--- config.mk ---
export PLATFORM = sky130hd
export DESIGN_NAME = sts_csr
export DESIGN_NICKNAME = d
export VERILOG_FILES = /design/src/hdl/sts_pkg.sv /design/src/hdl/sts_csr.sv
export SDC_FILE = /design/constraint.sdc
export NUM_CORES = 1
export LEC_CHECK = 0
export BUFFER_PORTS_ARGS = -buffer_cell sky130_fd_sc_hd__buf_2
export CORE_MARGIN = 2
export CORE_UTILIZATION = 31
export CTS_CLUSTER_SIZE = 40
export DETAILED_ROUTE_END_ITERATION = 10
export GPL_TIMING_DRIVEN = 0
export HOLD_SLACK_MARGIN = 0.05
export PLACE_DENSITY = 0.87
export SLEW_MARGIN = 40
export SYNTH_ARGS = -nofsm -noshare
export SYNTH_HDL_FRONTEND = slang
export SYNTH_SLANG_ARGS = --single-unit
--- constraint.sdc ---
create_clock -name clock -period 1 [get_ports clock]
set_clock_uncertainty 0.2 [all_clocks]
set_input_delay 0.05 -clock clock [delete_from_list [all_inputs] [get_ports clock]]
set_output_delay 0.05 -clock clock [all_outputs]
set_load 0.01 [all_outputs]
--- src/hdl/sts_pkg.sv ---
// sts_pkg: shared types, codes and defaults for the sorted table search block.
// Used by every module in hdl/; depends on nothing.
`default_nettype none

package sts_pkg;

   // fixed field widths
   localparam int POS_WIDTH   = 11;
   localparam int INDEX_WIDTH = 10;
   localparam int REQ_WIDTH   = 32;
   localparam int CSR_WIDTH   = 32;
   localparam int ADDR_WIDTH  = 3;

   // parameter defaults
   localparam int DEPTH_DEF       = 1024;
   localparam int VALUE_WIDTH_DEF = 32;

   // request op codes
   localparam logic OP_WRITE = 1'b0;
   localparam logic OP_QUERY = 1'b1;

   // register select (paddr bit 2)
   localparam logic REG_COUNT = 1'b0;
   localparam logic REG_MODE  = 1'b1;

   typedef enum logic [1:0] {
      MODE_EXACT = 2'd0,
      MODE_LOWER = 2'd1,
      MODE_FIRST = 2'd2,
      MODE_LAST  = 2'd3
   } mode_type;

   // controller -> datapath
   typedef struct packed {
      logic start;     // latch target, count, mode; open interval
      logic write;     // store one table entry
      logic step;      // compare probe data, narrow interval
      logic out_load;  // capture result into output registers
   } cmd_type;

   // datapath -> controller
   typedef struct packed {
      logic more;      // interval non-empty and no early stop
   } status_type;

endpackage

`default_nettype wire

--- src/hdl/sts_csr.sv ---
// sts_csr: APB-style register file holding entry_count and search_mode.
// Depends on sts_pkg.
`default_nettype none

module sts_csr
   import sts_pkg::*;
(
   input  wire logic                  clock,
   input  wire logic                  reset,
   input  wire logic                  csr_psel,
   input  wire logic                  csr_penable,
   input  wire logic                  csr_pwrite,
   input  wire logic [ADDR_WIDTH-1:0] csr_paddr,
   input  wire logic [CSR_WIDTH-1:0]  csr_pwdata,
   output logic      [CSR_WIDTH-1:0]  csr_prdata,
   output logic                       csr_pready,
   output logic      [POS_WIDTH-1:0]  entry_count,
   output mode_type                   search_mode
);

   logic [POS_WIDTH-1:0] count_ff, count_in;
   mode_type             mode_ff, mode_in;
   logic                 wr_en;

   assign csr_pready = 1'b1;
   assign wr_en      = csr_psel & csr_penable & csr_pwrite;

   always_comb begin
      count_in = count_ff;
      mode_in  = mode_ff;
      if (wr_en) begin
         unique case (csr_paddr[2])
            REG_COUNT: count_in = csr_pwdata[POS_WIDTH-1:0];
            REG_MODE:  mode_in  = mode_type'(csr_pwdata[1:0]);
            default:   count_in = count_ff;
         endcase
      end
   end

   always_ff @(posedge clock) begin
      if (reset) begin
         count_ff <= '0;
         mode_ff  <= MODE_EXACT;
      end else begin
         count_ff <= count_in;
         mode_ff  <= mode_in;
      end
   end

   always_comb begin
      unique case (csr_paddr[2])
         REG_COUNT: csr_prdata = CSR_WIDTH'(count_ff);
         REG_MODE:  csr_prdata = CSR_WIDTH'(mode_ff);
         default:   csr_prdata = '0;
      endcase
   end

   assign entry_count = count_ff;
   assign search_mode = mode_ff;

endmodule

`default_nettype wire

==> results.yml, run 1 <==
outcome:
  outcome: "complete, but fails checks"
  violations: "hold timing, setup timing"
die:
  pin_count: 86
  die_y_um: 55.9
  start_util_pct: 33.1
  rows: 18
  core-area_mm2: 0.00252
  die_area_mm2: 0.00313
  die-width_um: 55.9
setup_path:
  cp_slowest_cell: "dfxtp_2"
  critical_path.max_fanout: 2
  crit_arrival_ns: 1.00
  crit_type: "flip-flop to output port"
  end_kind: "output port"
  cp_cell_sequence: "mux2_4 > buf_6"
  start_kind: "flip-flop"
  slowest_delay_ns: 0.34
  required_ns: 0.75
final_layout:
  area_delta_synth_final_pct: 95.1
  final-seq-area_um2: 277
  finalNonFillerCells: 212
  num_antenna_cells: 0
  multi_input_area_um2: 508
  drive_gt1_share_pct: 56.6
  nFillCells: 208
  nNetsFinal: 223
  final_area_mm2: 0.00163
pwr:
  p_per_area_mw_per_mm2: 738
  pwr-share-clk_pct: 26.7
  switching_share_pct: 26.2
  leakagePower_nw: 0.839
  peakVddDrop_mv: 0.772
  combPwrFrac_pct: 28.5
  cellInternalPower_w: 0.000889
  switching_power_w: 0.000315
  p_seq_share_pct: 44.8
logic_synthesis:
  netlist.area_leader.share_pct: 31.1
  synth-seq-cells: 13
  ys_warn_count: 0
  synthTopCellsByArea: "dfxtp_1 (31%), buf_4 (20%), nand2b_1 (18%), mux2i_1 (16%), nor2b_1 (3.7%)"
  synth_cell_type_count: 12
  ys_seq_area_share_pct: 31.1
  syn-cell-area_um2: 836
  syn-mean-instance-area_um2: 9.18
  synthCells: 91
  yosysTopAreaCell: "dfxtp_1"
run:
  drv_cap: 0
timing:
  setup_viol: 23
  fin_crit_sh_pct: 125
  period_minus_slack_ns: 1.25
  rsz0062_at_grt: "yes"
  holdWs_ns: -0.0662
  max_freq_mhz: 800
  hold_viol: 6
  slew_viol_final: 0
  finalWorstSetupSlack_ns: -0.250
placement:
  dp.cells: 181
  hpwl_mm: 1.30
  numPortBuffers: 40
  placed_area_mm2: 0.00115
  place_congestion: 0.678
detailed_routing:
  avgViaCountPerCell: 4.11
  dr.pass1.iters: 4
  drc: 0
  antenna_left: 0
  drtIter0Drc: 13
  wire_per_inst_um: 12.1
  wl_mm: 2.56
  vias: 871
clocking:
  cts_inserted_buffers: 3
  cts-htree-levels: 1
  cts_root_buffer: "clkbuf_4"
  cts.sinks: 13
  tritoncts: "built"
  clock_latency_ns: 0.27
  clk_pin_slew_worst_paths_ns: 0.08
  postCtsHoldBufs: 11
  clockBufferDepth: 2
grt:
  first_global_vias: 806
  antenna_found_initial: 0
  track_usage_pct: 15.3
  grt_pass1_wl_mm: 3.70
  grt_max_degree: 11
  grt.overflow.total: 0
worst_hold_path:
  hp-class: "primary input to flip-flop"
## cell usage in the layout (no fill, tap or decap)
master,count
clkbuf_1,3
mux2_4,2
nand2b_4,2
nor2b_4,3
conb_1,22
buf_4,23
buf_2,23
mux2i_1,13
dlygate4sd3_1,11
nand2b_1,22
clkbuf_2,1
and2b_1,4
clkbuf_4,3
nor2b_1,2
dfxtp_2,13
and4b_1,1
nand4_1,1
buf_6,33
## critical path: cells and delay by family, from the launching register on
| kind | cells | cell delay, ns |
|---|---|---|
| mux | 1 | 0.27 |
| flops | 1 | 0.34 |
| buf+inv | 1 | 0.12 |
## final timing paths
path                                     start              to  slack, ns  cells past startpoint
worst max-delay path            entry_count[1]   csr_prdata[1]      -0.25                      2
worst min-delay path                     reset  entry_count[4]      -0.07                      3
worst max register to register  entry_count[0]  entry_count[0]       0.01                      4
worst min register to register  search_mode[0]  search_mode[0]       0.29                      2
## per-stage QoR
| step | setup TNS, ns | hold slack (ns) | setup slack, ns | power (W) | util, % |
|---|---|---|---|---|---|
| floorplan | 0 | 0.00470 | 0.0699 | 0.000721 | - |
| global placement | -2.28 | 0.115 | -0.309 | 0.000783 | 45.5 |
| detailed placement | -2.49 | 0.116 | -0.321 | 0.000785 | 45.5 |
| CTS | -2.51 | -0.110 | -0.241 | 0.00118 | 60.2 |
| global route | -3.57 | -0.0822 | -0.275 | 0.00128 | 64.6 |
| finish | -2.55 | -0.0662 | -0.250 | 0.00120 | 64.6 |
## synth_stat cells
master and count:
buf_4 22, nand4_1 1, clkbuf_1 3, nand2b_1 24, and2b_1 4, conb_1 2, dfxtp_1 13, mux2_2 2
nor2b_1 5, and4b_1 1, mux2i_1 13, buf_6 1
## power by group through the flow
| stage | logic (W) | registers [W] | clock network (W) |
|---|---|---|---|
| 2_1_floorplan | 0.000168 | 0.000553 | 0 |
| 3_3_place_gp | 0.000235 | 0.000549 | 0 |
| 3_5_place_dp | 0.000237 | 0.000549 | 0 |
| 4_1_cts | 0.000309 | 0.000538 | 0.000335 |
| 5_1_grt | 0.000367 | 0.000541 | 0.000368 |
| 6_report | 0.000343 | 0.000539 | 0.000321 |
## repair_timing
action,CTS,global route
endpoints found under the hold margin,13,6
endpoints found under the setup margin,24,26
buffers inserted,13,3
gates resized for setup,37,20
## flip-flops by register name, indices dropped and copies added (netlist names)
register,cells
entry_count,11
search_mode,2
## layer usage
layer / track usage, % / share of wire [%] / vias to the layer above
met1: 14.6 / 36 / 384
met4: 8.16 / 2.5 / 0
met2: 29.8 / 53 / 49
met5: 0 / 0 / -
li1: - / - / 430
met3: 3.72 / 8.3 / 8
## cell type report
cell class	count	share of cell area (%)
plain buffers	26	11.6
clock buffers	4	1.61
multi-input cells	72	31.2
flip-flops and latches	13	17.0
well taps	30	2.30
repair buffers	67	36.4
## kinds of logic (layout without fill, tap and decap cells)
| kind of cell | after synthesis | count (layout) | share of synthesized area [%] |
|---|---|---|---|
| buffers and inverters | 26 | 97 | 22.5 |
| DFF | 13 | 13 | 31.1 |
| and+or+nand+nor | 35 | 35 | 27.2 |
| other | 2 | 22 | 0.899 |
| muxes | 15 | 15 | 18.3 |
(Power assumes the default switching activity.)
==> run 2, diff against run 1 <==
--- a/config.mk
+++ b/config.mk
@@ -6,12 +6,14 @@
 export NUM_CORES = 1
 export LEC_CHECK = 0
 export BUFFER_PORTS_ARGS = -buffer_cell sky130_fd_sc_hd__buf_2
+export CORE_ASPECT_RATIO = 2
 export CORE_MARGIN = 2
 export CORE_UTILIZATION = 31
 export CTS_CLUSTER_SIZE = 40
 export DETAILED_ROUTE_END_ITERATION = 10
 export GPL_TIMING_DRIVEN = 0
 export HOLD_SLACK_MARGIN = 0.05
+export MAX_ROUTING_LAYER = met4
 export PLACE_DENSITY = 0.87
 export SLEW_MARGIN = 40
 export SYNTH_ARGS = -nofsm -noshare
==> run 2 against run 1 <==
Compared with the run above: the run still ends with hold timing, setup timing left; utilization shrank 4.5 points; clock-buffer cell count is the same; flip-flop and latch count is the same; combinational power shrank 7.0%; first-iteration DRC count shrank 7.7%; sequential share of layout area grew 0.93 points; fmax grew 3.9%; via count shrank 5.5%; critical path type unchanged; global-route usage grew 0.94 points; largest cell class unchanged; clock power grew 42%.
==> results.yml, run 2 (synthesis gave the netlist of run 1 again) <==
placement:
  place_congestion: 0.644
  numPortBuffers: 40
  dp.cells: 179
  place_ws_ns: -0.366
  hpwl_mm: 1.47
setup_path:
  slowest_delay_ns: 0.32
  end_kind: "output port"
  start_kind: "flip-flop"
  crit_arrival_ns: 0.95
  cp_slowest_cell: "dfxtp_2"
  critical_path.max_fanout: 2
  critical-path-top-delay-family: "flip-flops"
  worst-path-buf-inv: 1
  required_ns: 0.75
  crit_type: "flip-flop to output port"
  r2r_slack_ns: 0.04
  cp_cell_sequence: "mux2_4 > buf_6"
pwr:
  fin_total_pwr_w: 0.00131
  p_per_area_mw_per_mm2: 851
  peakVddDrop_mv: 0.649
  leakagePower_nw: 0.824
clocking:
  cts.sinks: 13
  postCtsHoldBufs: 11
  clockBufferDepth: 2
  cts_inserted_buffers: 3
  clock_latency_ns: 0.24
  cts-htree-levels: 1
  clk_pin_slew_worst_paths_ns: 0.05
  cts_root_buffer: "clkbuf_8"
  tritoncts: "built"
grt:
  grt.overflow.total: 0
  track_usage_pct: 16.3
  grt_pass1_wl_mm: 3.45
  antenna_found_initial: 0
  first_global_vias: 789
  grt_max_degree: 11
run:
  drv_cap: 0
timing:
  setup_viol: 18
  final.setup.tns_ns: -1.23
  finalWorstSetupSlack_ns: -0.203
  holdWs_ns: -0.0527
  fin_crit_sh_pct: 120
  hold_viol: 4
  slew_viol_final: 0
  max_freq_mhz: 831
  period_minus_slack_ns: 1.20
  rsz0062_at_grt: "yes"
outcome:
  outcome: "complete, but fails checks"
  violations: "hold timing, setup timing"
detailed_routing:
  antenna_left: 0
  drc: 0
  wl_mm: 2.26
  vias: 823
  dr.pass1.iters: 2
  wire_per_inst_um: 10.8
  drtIter0Drc: 12
  avgViaCountPerCell: 3.92
die:
  rows: 26
  start_util_pct: 32.5
  die_area_mm2: 0.00315
  core-area_mm2: 0.00257
  die_y_um: 77.4
  die-width_um: 40.7
  pin_count: 86
final_layout:
  drive_gt1_share_pct: 53.8
  area_delta_synth_final_pct: 84.9
  layout_common_cells: "buf_4 (29), buf_2 (29), nand2b_1 (24), conb_1 (22), buf_6 (21)"
  nNetsFinal: 223
  largest_reg_flops: 11
  num_antenna_cells: 0
  finalNonFillerCells: 210
worst_hold_path:
  hp-class: "primary input to flip-flop"
## run 2: cell counts in the layout (fill, tap and decap cells not counted)
Identical to the previous run, type by type.
## run 2: layout make-up
class	instances	area (um2)
Buffer	26	189
Tap cell	28	35.0
Timing Repair Buffer	67	533
Multi-Input combinational cell	72	467
Clock buffer	4	45.0
Sequential cell	13	277
Fill cell	225	1020
## run 2: power breakdown
| group | leakage (nW) | internal, W | switching [W] |
|---|---|---|---|
| Combinational | 0.690 | 0.000189 | 0.000129 |
| Sequential | 0.112 | 0.000532 | 0.00000744 |
| Clock | 0.0228 | 0.000281 | 0.000176 |
## run 2: worst paths after layout
check,startpoint,to,depth (start not counted)
worst min-delay path,reset,entry_count[4],3
worst min register to register,entry_count[1],entry_count[1],2
worst max-delay path,entry_count[0],csr_prdata[0],2
worst max register to register,entry_count[8],entry_count[8],4
## run 2: metrics by stage
stage | util [%] | area (um2)
3_3_place_gp | 44.6 | 1150
4_1_cts | 56.9 | 1460
5_1_grt | 60.1 | 1550
6_report | 60.1 | 1550
2_1_floorplan | - | 911
3_5_place_dp | 44.6 | 1150
## run 2: worst reg2reg max path: cells and delay by family, from the launching register on
family	cells	cell delay [ns]
simple gates	1	0.05
flops	1	0.32
mux	1	0.06
buf+inv	2	0.22
## run 2: what timing repair did
item                                    in CTS  in global routing
gates resized for setup                     25                 10
endpoints found under the setup margin      11                 18
endpoints found under the hold margin       13                  6
setup buffers                               11                  5
## run 2: routing by layer
metal	vias up	track usage [%]	part of all wire, %
li1	425	-	-
met1	346	15.4	33
met2	50	29.2	58
met3	2	3.14	8.4
met4	0	6.00	0.71
met5	-	-	0
