## config.mk

```make
export PLATFORM = sky130hd
export DESIGN_NAME = sts_ctrl
export DESIGN_NICKNAME = d
export VERILOG_FILES = /design/src/hdl/sts_pkg.sv /design/src/hdl/sts_ctrl.sv
export SDC_FILE = /design/constraint.sdc
export NUM_CORES = 1
export LEC_CHECK = 0
export ABC_CLOCK_PERIOD_IN_PS = 800
export BUFFER_PORTS_ARGS = -buffer_cell sky130_fd_sc_hd__buf_4
export CAP_MARGIN = 20
export CORE_AREA = 8 8 45 47
export CTS_CLUSTER_DIAMETER = 100
export DETAILED_ROUTE_END_ITERATION = 16
export DIE_AREA = 0 0 53 55
export SKIP_CTS_REPAIR_TIMING = 1
export SYNTH_ARGS = -nofsm -noshare
export SYNTH_HDL_FRONTEND = slang
export SYNTH_SLANG_ARGS = --single-unit
```

## constraint.sdc

```tcl
create_clock -name clock -period 0.8 [get_ports clock]
set_clock_uncertainty 0.1 [all_clocks]
set_input_delay 0.08 -clock clock [delete_from_list [all_inputs] [get_ports clock]]
set_output_delay 0.08 -clock clock [all_outputs]
set_load 0.02 [all_outputs]
```

## src/hdl/sts_pkg.sv

```systemverilog
// sts_pkg: shared types, codes and defaults for the sorted table search block.
// Used by every module in hdl/; depends on nothing.
`default_nettype none

package sts_pkg;

   // fixed field widths
   localparam int POS_WIDTH   = 11;
   localparam int INDEX_WIDTH = 10;
   localparam int REQ_WIDTH   = 32;
   localparam int CSR_WIDTH   = 32;
   localparam int ADDR_WIDTH  = 3;

   // parameter defaults
   localparam int DEPTH_DEF       = 1024;
   localparam int VALUE_WIDTH_DEF = 32;

   // request op codes
   localparam logic OP_WRITE = 1'b0;
   localparam logic OP_QUERY = 1'b1;

   // register select (paddr bit 2)
   localparam logic REG_COUNT = 1'b0;
   localparam logic REG_MODE  = 1'b1;

   typedef enum logic [1:0] {
      MODE_EXACT = 2'd0,
      MODE_LOWER = 2'd1,
      MODE_FIRST = 2'd2,
      MODE_LAST  = 2'd3
   } mode_type;

   // controller -> datapath
   typedef struct packed {
      logic start;     // latch target, count, mode; open interval
      logic write;     // store one table entry
      logic step;      // compare probe data, narrow interval
      logic out_load;  // capture result into output registers
   } cmd_type;

   // datapath -> controller
   typedef struct packed {
      logic more;      // interval non-empty and no early stop
   } status_type;

endpackage

`default_nettype wire

```

## src/hdl/sts_ctrl.sv

```systemverilog
// sts_ctrl: request/response handshake and probe sequencer for the search.
// Issues cmd_type to sts_datapath, reads status_type; depends on sts_pkg.
`default_nettype none

module sts_ctrl
   import sts_pkg::*;
(
   input  wire logic       clock,
   input  wire logic       reset,
   input  wire logic       req_valid,
   input  wire logic       req_op,
   output logic            req_stall,
   output logic            rsp_valid,
   input  wire logic       rsp_stall,
   output cmd_type         cmd,
   input  wire status_type status
);

   typedef enum logic [1:0] {
      ST_IDLE,   // take requests
      ST_ADDR,   // memory read at midpoint in flight
      ST_CMP,    // compare read data, narrow interval
      ST_DONE    // wait for output slot
   } state_type;

   state_type state_ff, state_in;
   logic      rsp_valid_ff, rsp_valid_in;
   logic      req_take, slot_free;

   assign req_stall = (state_ff != ST_IDLE);
   assign req_take  = req_valid && !req_stall;
   assign slot_free = !rsp_valid_ff || !rsp_stall;

   always_comb begin
      state_in     = state_ff;
      rsp_valid_in = rsp_valid_ff && rsp_stall;
      cmd          = '0;
      unique case (state_ff)
         ST_IDLE: begin
            if (req_take) begin
               if (req_op == OP_QUERY) begin
                  cmd.start = 1'b1;
                  state_in  = ST_ADDR;
               end else begin
                  cmd.write = 1'b1;
               end
            end
         end
         ST_ADDR: begin
            state_in = status.more ? ST_CMP : ST_DONE;
         end
         ST_CMP: begin
            cmd.step = 1'b1;
            state_in = ST_ADDR;
         end
         ST_DONE: begin
            if (slot_free) begin
               cmd.out_load = 1'b1;
               rsp_valid_in = 1'b1;
               state_in     = ST_IDLE;
            end
         end
         default: state_in = ST_IDLE;
      endcase
   end

   always_ff @(posedge clock) begin
      if (reset) begin
         state_ff     <= ST_IDLE;
         rsp_valid_ff <= 1'b0;
      end else begin
         state_ff     <= state_in;
         rsp_valid_ff <= rsp_valid_in;
      end
   end

   assign rsp_valid = rsp_valid_ff;

endmodule

`default_nettype wire

```

==> metrics.md, run 1 <==
| Metric | Value |
|---|---|
| Sequential area share after synthesis | 39.7% |
| Critical Path End Type | output port |
| Post-Place Setup Slack | -0.184 ns |
| Storage element area | 71.3 um2 |
| Startpoint types | register |
| Hold slack | -0.0838 ns |
| Period Utilization, post-route | 148% |
| Number of antenna violations at the first check in global routing | 0 |
| Final critical-path setup slack | -0.385 ns |
| Power dissipated by switching net loads | 153 uW |
| Flop2flop setup slack | -0.14 ns |
| Summed instance area of the synthesized netlist | 151 um2 |
| Number of distinct library cells after synthesis | 11 |
| Die Y-Extent | 55 um |
| Final Hold Vio Count | 2 |
| Via count | 191 |
| Wire length of the first global-routing pass | 696 um |
| PwrDens | 1560 nW/um2 |
| Min Clock Period, post-route | 1.19 ns |
| H-tree levels | 1 |
| CTS root buf | sky130_fd_sc_hd__clkbuf_4 |
| Leakage | between 0.00015 and 0.0002 uW |
| Transition time at the pin with the least slew margin | roughly 0.17 ns |
| Cell Count, Final, Fillers Out | 52 |
| Hold/Removal Path Class | input pin to register |
| Unrepaired setup endpoints after global routing | yes |
| Count of input and output buffers | 11 |
| Layout filler cell count | 159 |
| Net count, final | 43 |
| Inserted Clock Buffers | 3 |
| Routed via count divided by cell count | roughly 3.7 |
| Data required time at the worst endpoint | 0.62 ns |
| Share of total power in sequential cells | 28.8% |
| Area fraction in compound gates after synthesis | a little under a quarter |
| Combinational group share of total power | 26.0% |
| Violated checks | negative hold slack, negative setup slack |
| Post-synthesis area per instance | around 8.0 um2 |
| Iter 0 DRT Violations | 1 |
| Area grow syn2layout | 144% |
| Combinational family with the most area after synthesis | simple AND/OR/NAND/NOR gates |
| Core region area | 1380 um2 |
| Arithmetic-cell share of the synthesized area counting full adders, half adders and majority gates | 0% |
| Final global-route overflow total | 0 |
| Critical path fanouts, max | 6 |
| Number of sinks handled by clock tree synthesis | 3 |
| Standard-cell rows | 14 |
| Flops & latches, synth | 3 |
| Placed instance count | between 40 and 50 |
| Setup violators final | 7 |
| Layout cells sized above 1 | 83.3% |
| TritonCTS clock tree | yes |
| Routed length per instance | 9.56 um |
| Mapped Nets | 25 |
| Xor-xnor portion of the synthesized cell area | 0% |
| Slew Limit Fails | 0 |
| Internal Pwr Total | approximately 420 uW |
| Portion of netlist area occupied by mux cells | 0% |
| Synth warn | 0 |
| Instance count of the mapped netlist | 19 |
| GRT Resource Usage Total | 3.60% |
| Worst endpoint data arrival time | 1.01 ns |
| Max Clock Freq | ~840 MHz |
| Die Outline Area | just under 3000 um2 |
| Residual DRC count | 0 |
| Vias in the first global route | 182 |
| Clock-pin slew reported for the worst setup and hold paths after clock tree synthesis | 0.03 ns |
| Remaining antenna violation count | 0 |
| Total of max-cap violations | 0 |
| Worst relative slew slack | just under 90% |
| Final estimated routing congestion in global placement | 0.704 |
| Final HPWL from detailed placement | 398 um |
| Buffer levels on the longest clock path | 2 |
| Post-Route WL | 497 um |
| Multi-input logic area | 124 um2 |
| Largest net degree at the start of global routing | 7 |
| Fraction of the mapped netlist area in simple logic gates | 31.4% |
| Outcome | complete, but fails checks |
| Starting utilization of the core area | 10.9% |
| Die width | ~53 um |
| Net switching share of the total power | 26.6% |
| Total inserted antenna cells | 0 |
| VDD IR-drop max | 0.440 mV |
| Worst Setup Path Type | register to output port |
| DRT Pass-1 Iters | 2 |
| Clock network fraction of total power | a little under half |
| Clock latency reported for the late side of the worst-skew pair | 0.23 ns |
| I/O pin cnt | 12 |
final timing paths:
check	startpoint	end	cells after the start
max	state_ff[0]$_SDFFE_PP0P_	cmd[3]	3
min	reset	rsp_valid$_SDFF_PP0_	2
max reg2reg	state_ff[1]$_SDFFE_PP0P_	state_ff[0]$_SDFFE_PP0P_	3
min reg2reg	state_ff[0]$_SDFFE_PP0P_	state_ff[1]$_SDFFE_PP0P_	2
sequential cells by signal, indices dropped and copies added (netlist names):
| name | cells |
|---|---|
| rsp_valid | 1 |
| state_ff | 2 |
cell usage after synthesis (all sizes together):
master  count  area (um2)
a211oi      1        12.5
a21oi       4        23.8
and2b       1        8.76
and3        1        6.26
dfxtp       3        60.1
inv         2        7.51
nand2       3        11.3
nand2b      1        6.26
nand3b      1        7.51
nor2        2        7.51
cells by family after synthesis:
kind of cell	after synthesis
AOI/OAI and AO/OA	5
buffers and inverters	2
DFF	3
and+or+nand+nor	9
metrics by stage:
step / area (um2) / TNS [ns] / util [%] / total power (uW) / hold slack, ns
global placement: 290 / -0.669 / 21.0 / 293 / 0.157
detailed placement: 290 / -0.735 / 21.0 / 294 / 0.158
CTS: 317 / -2.13 / 22.9 / 570 / -0.0908
global route: 369 / -2.32 / 26.7 / 623 / -0.0851
floorplan: 180 / -0.226 / - / 233 / 0.0417
finish: 369 / -2.02 / 26.7 / 576 / -0.0838
layout by cell type (no fill, tap or decap), drive strengths merged:
| master | instances |
|---|---|
| dfxtp | 3 |
| nand3b | 1 |
| nand2b | 1 |
| buf | 13 |
| and2b | 1 |
| clkbuf | 4 |
| a21oi | 4 |
| and3 | 1 |
| nor2 | 2 |
| nand2 | 3 |
| a211oi | 1 |
| inv | 2 |
worst max-delay path: stages, from the launching register on:
cell and delay, ns:
sky130_fd_sc_hd__dfxtp_4 0.36, sky130_fd_sc_hd__nor2_4 0.13, sky130_fd_sc_hd__and3_4 0.18, sky130_fd_sc_hd__buf_6 0.11
layer usage:
metal  track usage (%)  routed length (um)  vias to the layer above
li1                  -                   -                       97
met1              3.93                 214                       85
met2              3.91                 212                        9
met3              2.14                  70                        0
met4              5.17                   0                        0
met5                 0                   0                        -
power by group through the flow:
stage               clock network, uW  logic (uW)  registers, uW
floorplan                           0        61.7            171
global placement                    0         121            171
detailed placement                  0         122            172
CTS                               278         122            170
global route                      297         158            167
finish                            261         150            166
layout make-up:
class / count / share of cell area (%)
Tap cell: 16 / 5.42
Inverter: 2 / 2.03
Sequential cell: 3 / 19.3
Timing Repair Buffer: 13 / 32.5
Multi-Input combinational cell: 14 / 33.6
Clock buffer: 4 / 7.12
Power figures use the tool's default switching activity.
==> inputs of run 2 (changes only) <==
==> constraint.sdc (replaced) <==
create_clock -name clock -period 0.8 [get_ports clock]
set_clock_uncertainty 0.1 [all_clocks]
set_input_delay 0.04 -clock clock [delete_from_list [all_inputs] [get_ports clock]]
set_output_delay 0.04 -clock clock [all_outputs]
set_load 0.02 [all_outputs]
==> metrics.md, run 2 (synthesis results as in run 1) <==
| Metric | Value |
|---|---|
| Outcome | complete, but fails checks |
| Violated checks | negative hold slack, negative setup slack |
| Buffer levels on the longest clock path | 2 |
| Count of input and output buffers | 11 |
| Layout filler cell count | about 150 |
| Via count | 197 |
| Data required time at the worst endpoint | 0.66 ns |
| Area grow syn2layout | 140% |
| Clock latency reported for the late side of the worst-skew pair | about 0.24 ns |
| Clock network fraction of total power | 47.5% |
| Net switching share of the total power | 27.7% |
| GRT Resource Usage Total | 3.39% |
| Crit path cell chain | buf_6, and2b_2, buf_6 |
| H-tree levels | 1 |
| Number of sinks handled by clock tree synthesis | 3 |
| Unrepaired setup endpoints after global routing | yes |
| Hold slack | -0.133 ns |
| Die width | between 50 and 60 um |
| TritonCTS clock tree | yes |
| Setup violators final | 7 |
| Inserted Clock Buffers | 3 |
| Starting utilization of the core area | 10.9% |
| Share of total power in sequential cells | 29.0% |
| Slowest cell on the critical path | sky130_fd_sc_hd__dfxtp_4 |
| Largest net degree at the start of global routing | 7 |
| Cell Count, Final, Fillers Out | 52 |
| Wire length of the first global-routing pass | 655 um |
| Residual DRC count | 0 |
| Leakage | 0.000161 uW |
| Vias in the first global route | 183 |
| Min Clock Period, post-route | between 1 and 1.5 ns |
| Post-Place Setup Slack | -0.163 ns |
| VDD IR-drop max | 0.736 mV |
| Post-route cell area | 363 um2 |
| Transition time at the pin with the least slew margin | ~0.16 ns |
| Period Utilization, post-route | 144% |
| Die Y-Extent | about 55 um |
| Hold/Removal Path Class | input pin to register |
| Routed length per instance | 9.29 um |
| Reg with most FFs | state_ff |
| Internal Pwr Total | 415 uW |
| Slew Limit Fails | 0 |
| Die Outline Area | 2920 um2 |
| Startpoint types | register |
| Clock-pin slew reported for the worst setup and hold paths after clock tree synthesis | 0.04 ns |
| Core region area | 1380 um2 |
| Iter 0 DRT Violations | 0 |
| Power dissipated by switching net loads | 159 uW |
| I/O pin cnt | 12 |
| Layout cells sized above 1 | 75.0% |
| Routed via count divided by cell count | 3.79 |
| Standard-cell rows | 14 |
| DRT Pass-1 Iters | 1 |
| Critical path fanouts, max | 4 |
| Remaining antenna violation count | 0 |
| Max Clock Freq | 870 MHz |
| Final Hold Vio Count | 3 |
| Critical Path End Type | output port |
| Final global-route overflow total | 0 |
| Post-Route WL | 483 um |
| PwrDens | 1580 nW/um2 |
| Leading cell types in the layout, fill and taps excluded | 7 x sky130_fd_sc_hd__buf_4, 6 x sky130_fd_sc_hd__buf_6, 3 x sky130_fd_sc_hd__clkbuf_4, 3 x sky130_fd_sc_hd__dfxtp_4 |
| Combinational group share of total power | around a quarter |
| Net count, final | 43 |
| Total inserted antenna cells | 0 |
| Critical path's largest stage delay | 0.36 ns |
| Crit path top cell by count | sky130_fd_sc_hd__buf_6 |
| CTS root buf | sky130_fd_sc_hd__clkbuf_4 |
| Number of antenna violations at the first check in global routing | 0 |
| Worst endpoint data arrival time | 1.01 ns |
| Total of max-cap violations | 0 |
| Final critical-path setup slack | -0.349 ns |
| Most common cell after layout, fill and taps aside | sky130_fd_sc_hd__buf_4 |
| Placed instance count | 47 |
| Max FFs per register | 2 |
| Final estimated routing congestion in global placement | between 0.6 and 0.7 |
| Final HPWL from detailed placement | between 300 and 400 um |
| Sum Neg Setup Slack | -1.79 ns |
| Worst relative slew slack | between 80% and 90% |
| Cell area reported after detailed placement | 288 um2 |
| Worst Setup Path Type | register to output port |
==> run 2: cell counts in the layout (fill, tap and decap cells not counted) <==
No cell type changed its count.
==> run 2: final cells by class <==
| cell class | count | area (um2) | area share (%) |
|---|---|---|---|
| flip-flops and latches | 3 | 71.3 | 19.7 |
| clock buffers | 4 | 26.3 | 7.24 |
| well taps | 16 | 20.0 | 5.52 |
| multi-input cells | 14 | 118 | 32.4 |
| inverters | 2 | 7.51 | 2.07 |
| repair buffers | 13 | 120 | 33.1 |
==> run 2: path summary, 6_finish.rpt <==
check	startpoint	end	slack (ns)	cells past startpoint
max	state_ff[1]$_SDFFE_PP0P_	cmd[1]	-0.35	3
min	reset	rsp_valid$_SDFF_PP0_	-0.13	2
max reg2reg	state_ff[0]$_SDFFE_PP0P_	state_ff[0]$_SDFFE_PP0P_	-0.16	4
min reg2reg	state_ff[1]$_SDFFE_PP0P_	state_ff[1]$_SDFFE_PP0P_	0.38	1
==> run 2: per-layer routing <==
layer	vias to the layer above	global-route usage, %	part of all wire, %
met5	-	0	0
met4	0	1.29	1.2
met3	2	4.55	15
met2	8	4.69	46
met1	88	2.73	38
li1	99	-	-
==> run 2: per-stage QoR <==
stage	power [uW]	utilization (%)	hold slack (ns)
after floorplan	230	-	0.00165
after global placement	289	20.8	0.117
after detailed placement	291	20.8	0.118
after CTS	567	22.7	-0.131
after global routing	615	26.2	-0.136
final	574	26.2	-0.133
==> run 2: power groups by stage <==
stage               clock (uW)  sequential, uW  combinational, uW
floorplan                    0             170               60.3
global placement             0             171                118
detailed placement           0             171                120
CTS                        278             169                120
global route               304             168                143
finish                     273             166                135
==> run 2: worst max-delay path: cells and delay by family (launching register included) <==
| kind | cells | cell delay, ns |
|---|---|---|
| DFF | 1 | 0.36 |
| buffers and inverters | 2 | 0.24 |
| and+or+nand+nor | 1 | 0.18 |
==> inputs of run 3 (changes only) <==
- PLACE_DENSITY_LB_ADDON: not set -> 0.08
==> metrics.md, run 3 (synthesis results as in run 1) <==
| Metric | Value |
|---|---|
| Outcome | complete, but fails checks |
| Violated checks | negative hold slack, negative setup slack |
| Via count | 180 |
| Total inserted antenna cells | 0 |
| Inserted Clock Buffers | 3 |
| Hold slack | -0.116 ns |
| Clock latency reported for the late side of the worst-skew pair | 0.23 ns |
| Data required time at the worst endpoint | between 0.6 and 0.7 ns |
| Post-route cell area | 360 um2 |
| Die Y-Extent | roughly 55 um |
| Largest net degree at the start of global routing | 7 |
| Slew Limit Fails | 0 |
| Number of antenna violations at the first check in global routing | 0 |
| Hold/Removal Path Class | input pin to register |
| Period Utilization, post-route | 142% |
| Post-Route WL | between 400 and 500 um |
| Critical Path End Type | output port |
| Die Outline Area | 2920 um2 |
| Reg-to-Reg Start | state_ff[1]$_SDFFE_PP0P_ |
| Startpoint types | register |
| Standard-cell rows | 14 |
| Dominant delay contributor by cell family on the critical path | flip-flops |
| VDD IR-drop max | 0.822 mV |
| Cell area reported after detailed placement | 280 um2 |
| Layout cells sized above 1 | 80.0% |
| Routed length per instance | 9.65 um |
| Routed via count divided by cell count | 3.53 |
| Buffer levels on the longest clock path | 2 |
| Setup violators final | 7 |
| Launch point of the critical path | state_ff[0]$_SDFFE_PP0P_ |
| Number of sinks handled by clock tree synthesis | 3 |
| H-tree levels | 1 |
| Worst relative slew slack | about nine tenths |
| Post-Place Setup Slack | -0.173 ns |
| Min Clock Period, post-route | approximately 1.1 ns |
| Clock-pin slew reported for the worst setup and hold paths after clock tree synthesis | 0.03 ns |
| Reg with most FFs | state_ff |
| Net count, final | 42 |
| Worst endpoint data arrival time | 1.00 ns |
| Total of max-cap violations | 0 |
| Die width | 53 um |
| Starting utilization of the core area | a little over a tenth |
| Unrepaired setup endpoints after global routing | yes |
| Remaining antenna violation count | 0 |
| Iter 0 DRT Violations | 0 |
| TritonCTS clock tree | yes |
| Endpoint with the worst hold slack | rsp_valid$_SDFF_PP0_ |
| DRT Pass-1 Iters | 1 |
| GRT Resource Usage Total | 3.38% |
| Leakage | 0.000156 uW |
| Residual DRC count | 0 |
| PwrDens | ~1500 nW/um2 |
| Final Hold Vio Count | 3 |
| Transition time at the pin with the least slew margin | ~0.15 ns |
| Wire length of the first global-routing pass | approximately 660 um |
| Final global-route overflow total | 0 |
| Worst hold start | reset |
| Core region area | between 1000 and 1500 um2 |
| Area grow syn2layout | 138% |
| Max Clock Freq | 878 MHz |
| Count of input and output buffers | 11 |
| Final estimated routing congestion in global placement | between 0.6 and 0.7 |
| Worst Path Buf+Inv | 1 |
| Leading cell types in the layout, fill and taps excluded | 6 x sky130_fd_sc_hd__buf_4, 6 x sky130_fd_sc_hd__buf_6, 3 x sky130_fd_sc_hd__nand2_2, 3 x sky130_fd_sc_hd__clkbuf_4, 3 x sky130_fd_sc_hd__dfxtp_4 |
| Critical path depth in cells | 3 |
| Flop2flop setup slack | -0.16 ns |
| Vias in the first global route | 174 |
| Slowest cell on the critical path | sky130_fd_sc_hd__dfxtp_4 |
| I/O pin cnt | 12 |
| Worst hold path cell count | 2 |
| Critical path fanouts, max | 6 |
| Sum Neg Setup Slack | -1.67 ns |
| Final critical-path setup slack | -0.339 ns |
| Worst Setup Path Type | register to output port |
| Endpoint of the most critical register-to-register path | state_ff[0]$_SDFFE_PP0P_ |
| Worst R2R Path Depth | 4 |
| Crit path cell chain | nor2_4, and3_4, buf_6 |
| Max FFs per register | 2 |
| CTS root buf | sky130_fd_sc_hd__clkbuf_4 |
| Critical path's largest stage delay | 0.36 ns |
run 3: cell types whose count changed in the layout (fill, tap and decap cells not counted):
cell                      previous run  this run
sky130_fd_sc_hd__nand2_2             1         3
sky130_fd_sc_hd__nand2_1             2         0
sky130_fd_sc_hd__buf_4               7         6
run 3: how the worst max path moves through the flow:
stage	endpoint	slack [ns]
finish	cmd[3]	-0.34
detailed placement	cmd[3]	-0.17
global route	cmd[3]	-0.38
floorplan	state_ff[0]$_SDFFE_PP0P_	-0.08
CTS	cmd[3]	-0.42
global placement	cmd[2]	-0.16
run 3: per-stage QoR:
stage | total power [uW] | utilization [%] | cells
floorplan | 230 | - | 19
global placement | 288 | 20.3 | 46
detailed placement | 289 | 20.3 | 46
CTS | 552 | 22.2 | 50
global route | 595 | 26.0 | 51
finish | 555 | 26.0 | 51
run 3: cell type report:
class                           count  area (um2)
Sequential cell                     3        71.3
Inverter                            2        7.51
Multi-Input combinational cell     14         123
Clock buffer                        4        26.3
Fill cell                         150        1020
Timing Repair Buffer               12         113
Tap cell                           16        20.0
run 3: per-layer routing:
layer  global-route usage [%]  share of wire (%)
met5                        0                  0
met4                     2.59                  0
met3                     2.67                9.3
met2                     5.66                 59
met1                     2.58                 32
run 3: power by group:
part	internal [uW]	leakage (uW)	total (uW)	switching, uW
registers	153	0.0000267	168	14.5
clock network	186	0.0000150	251	65.1
logic	74.4	0.000115	136	61.9
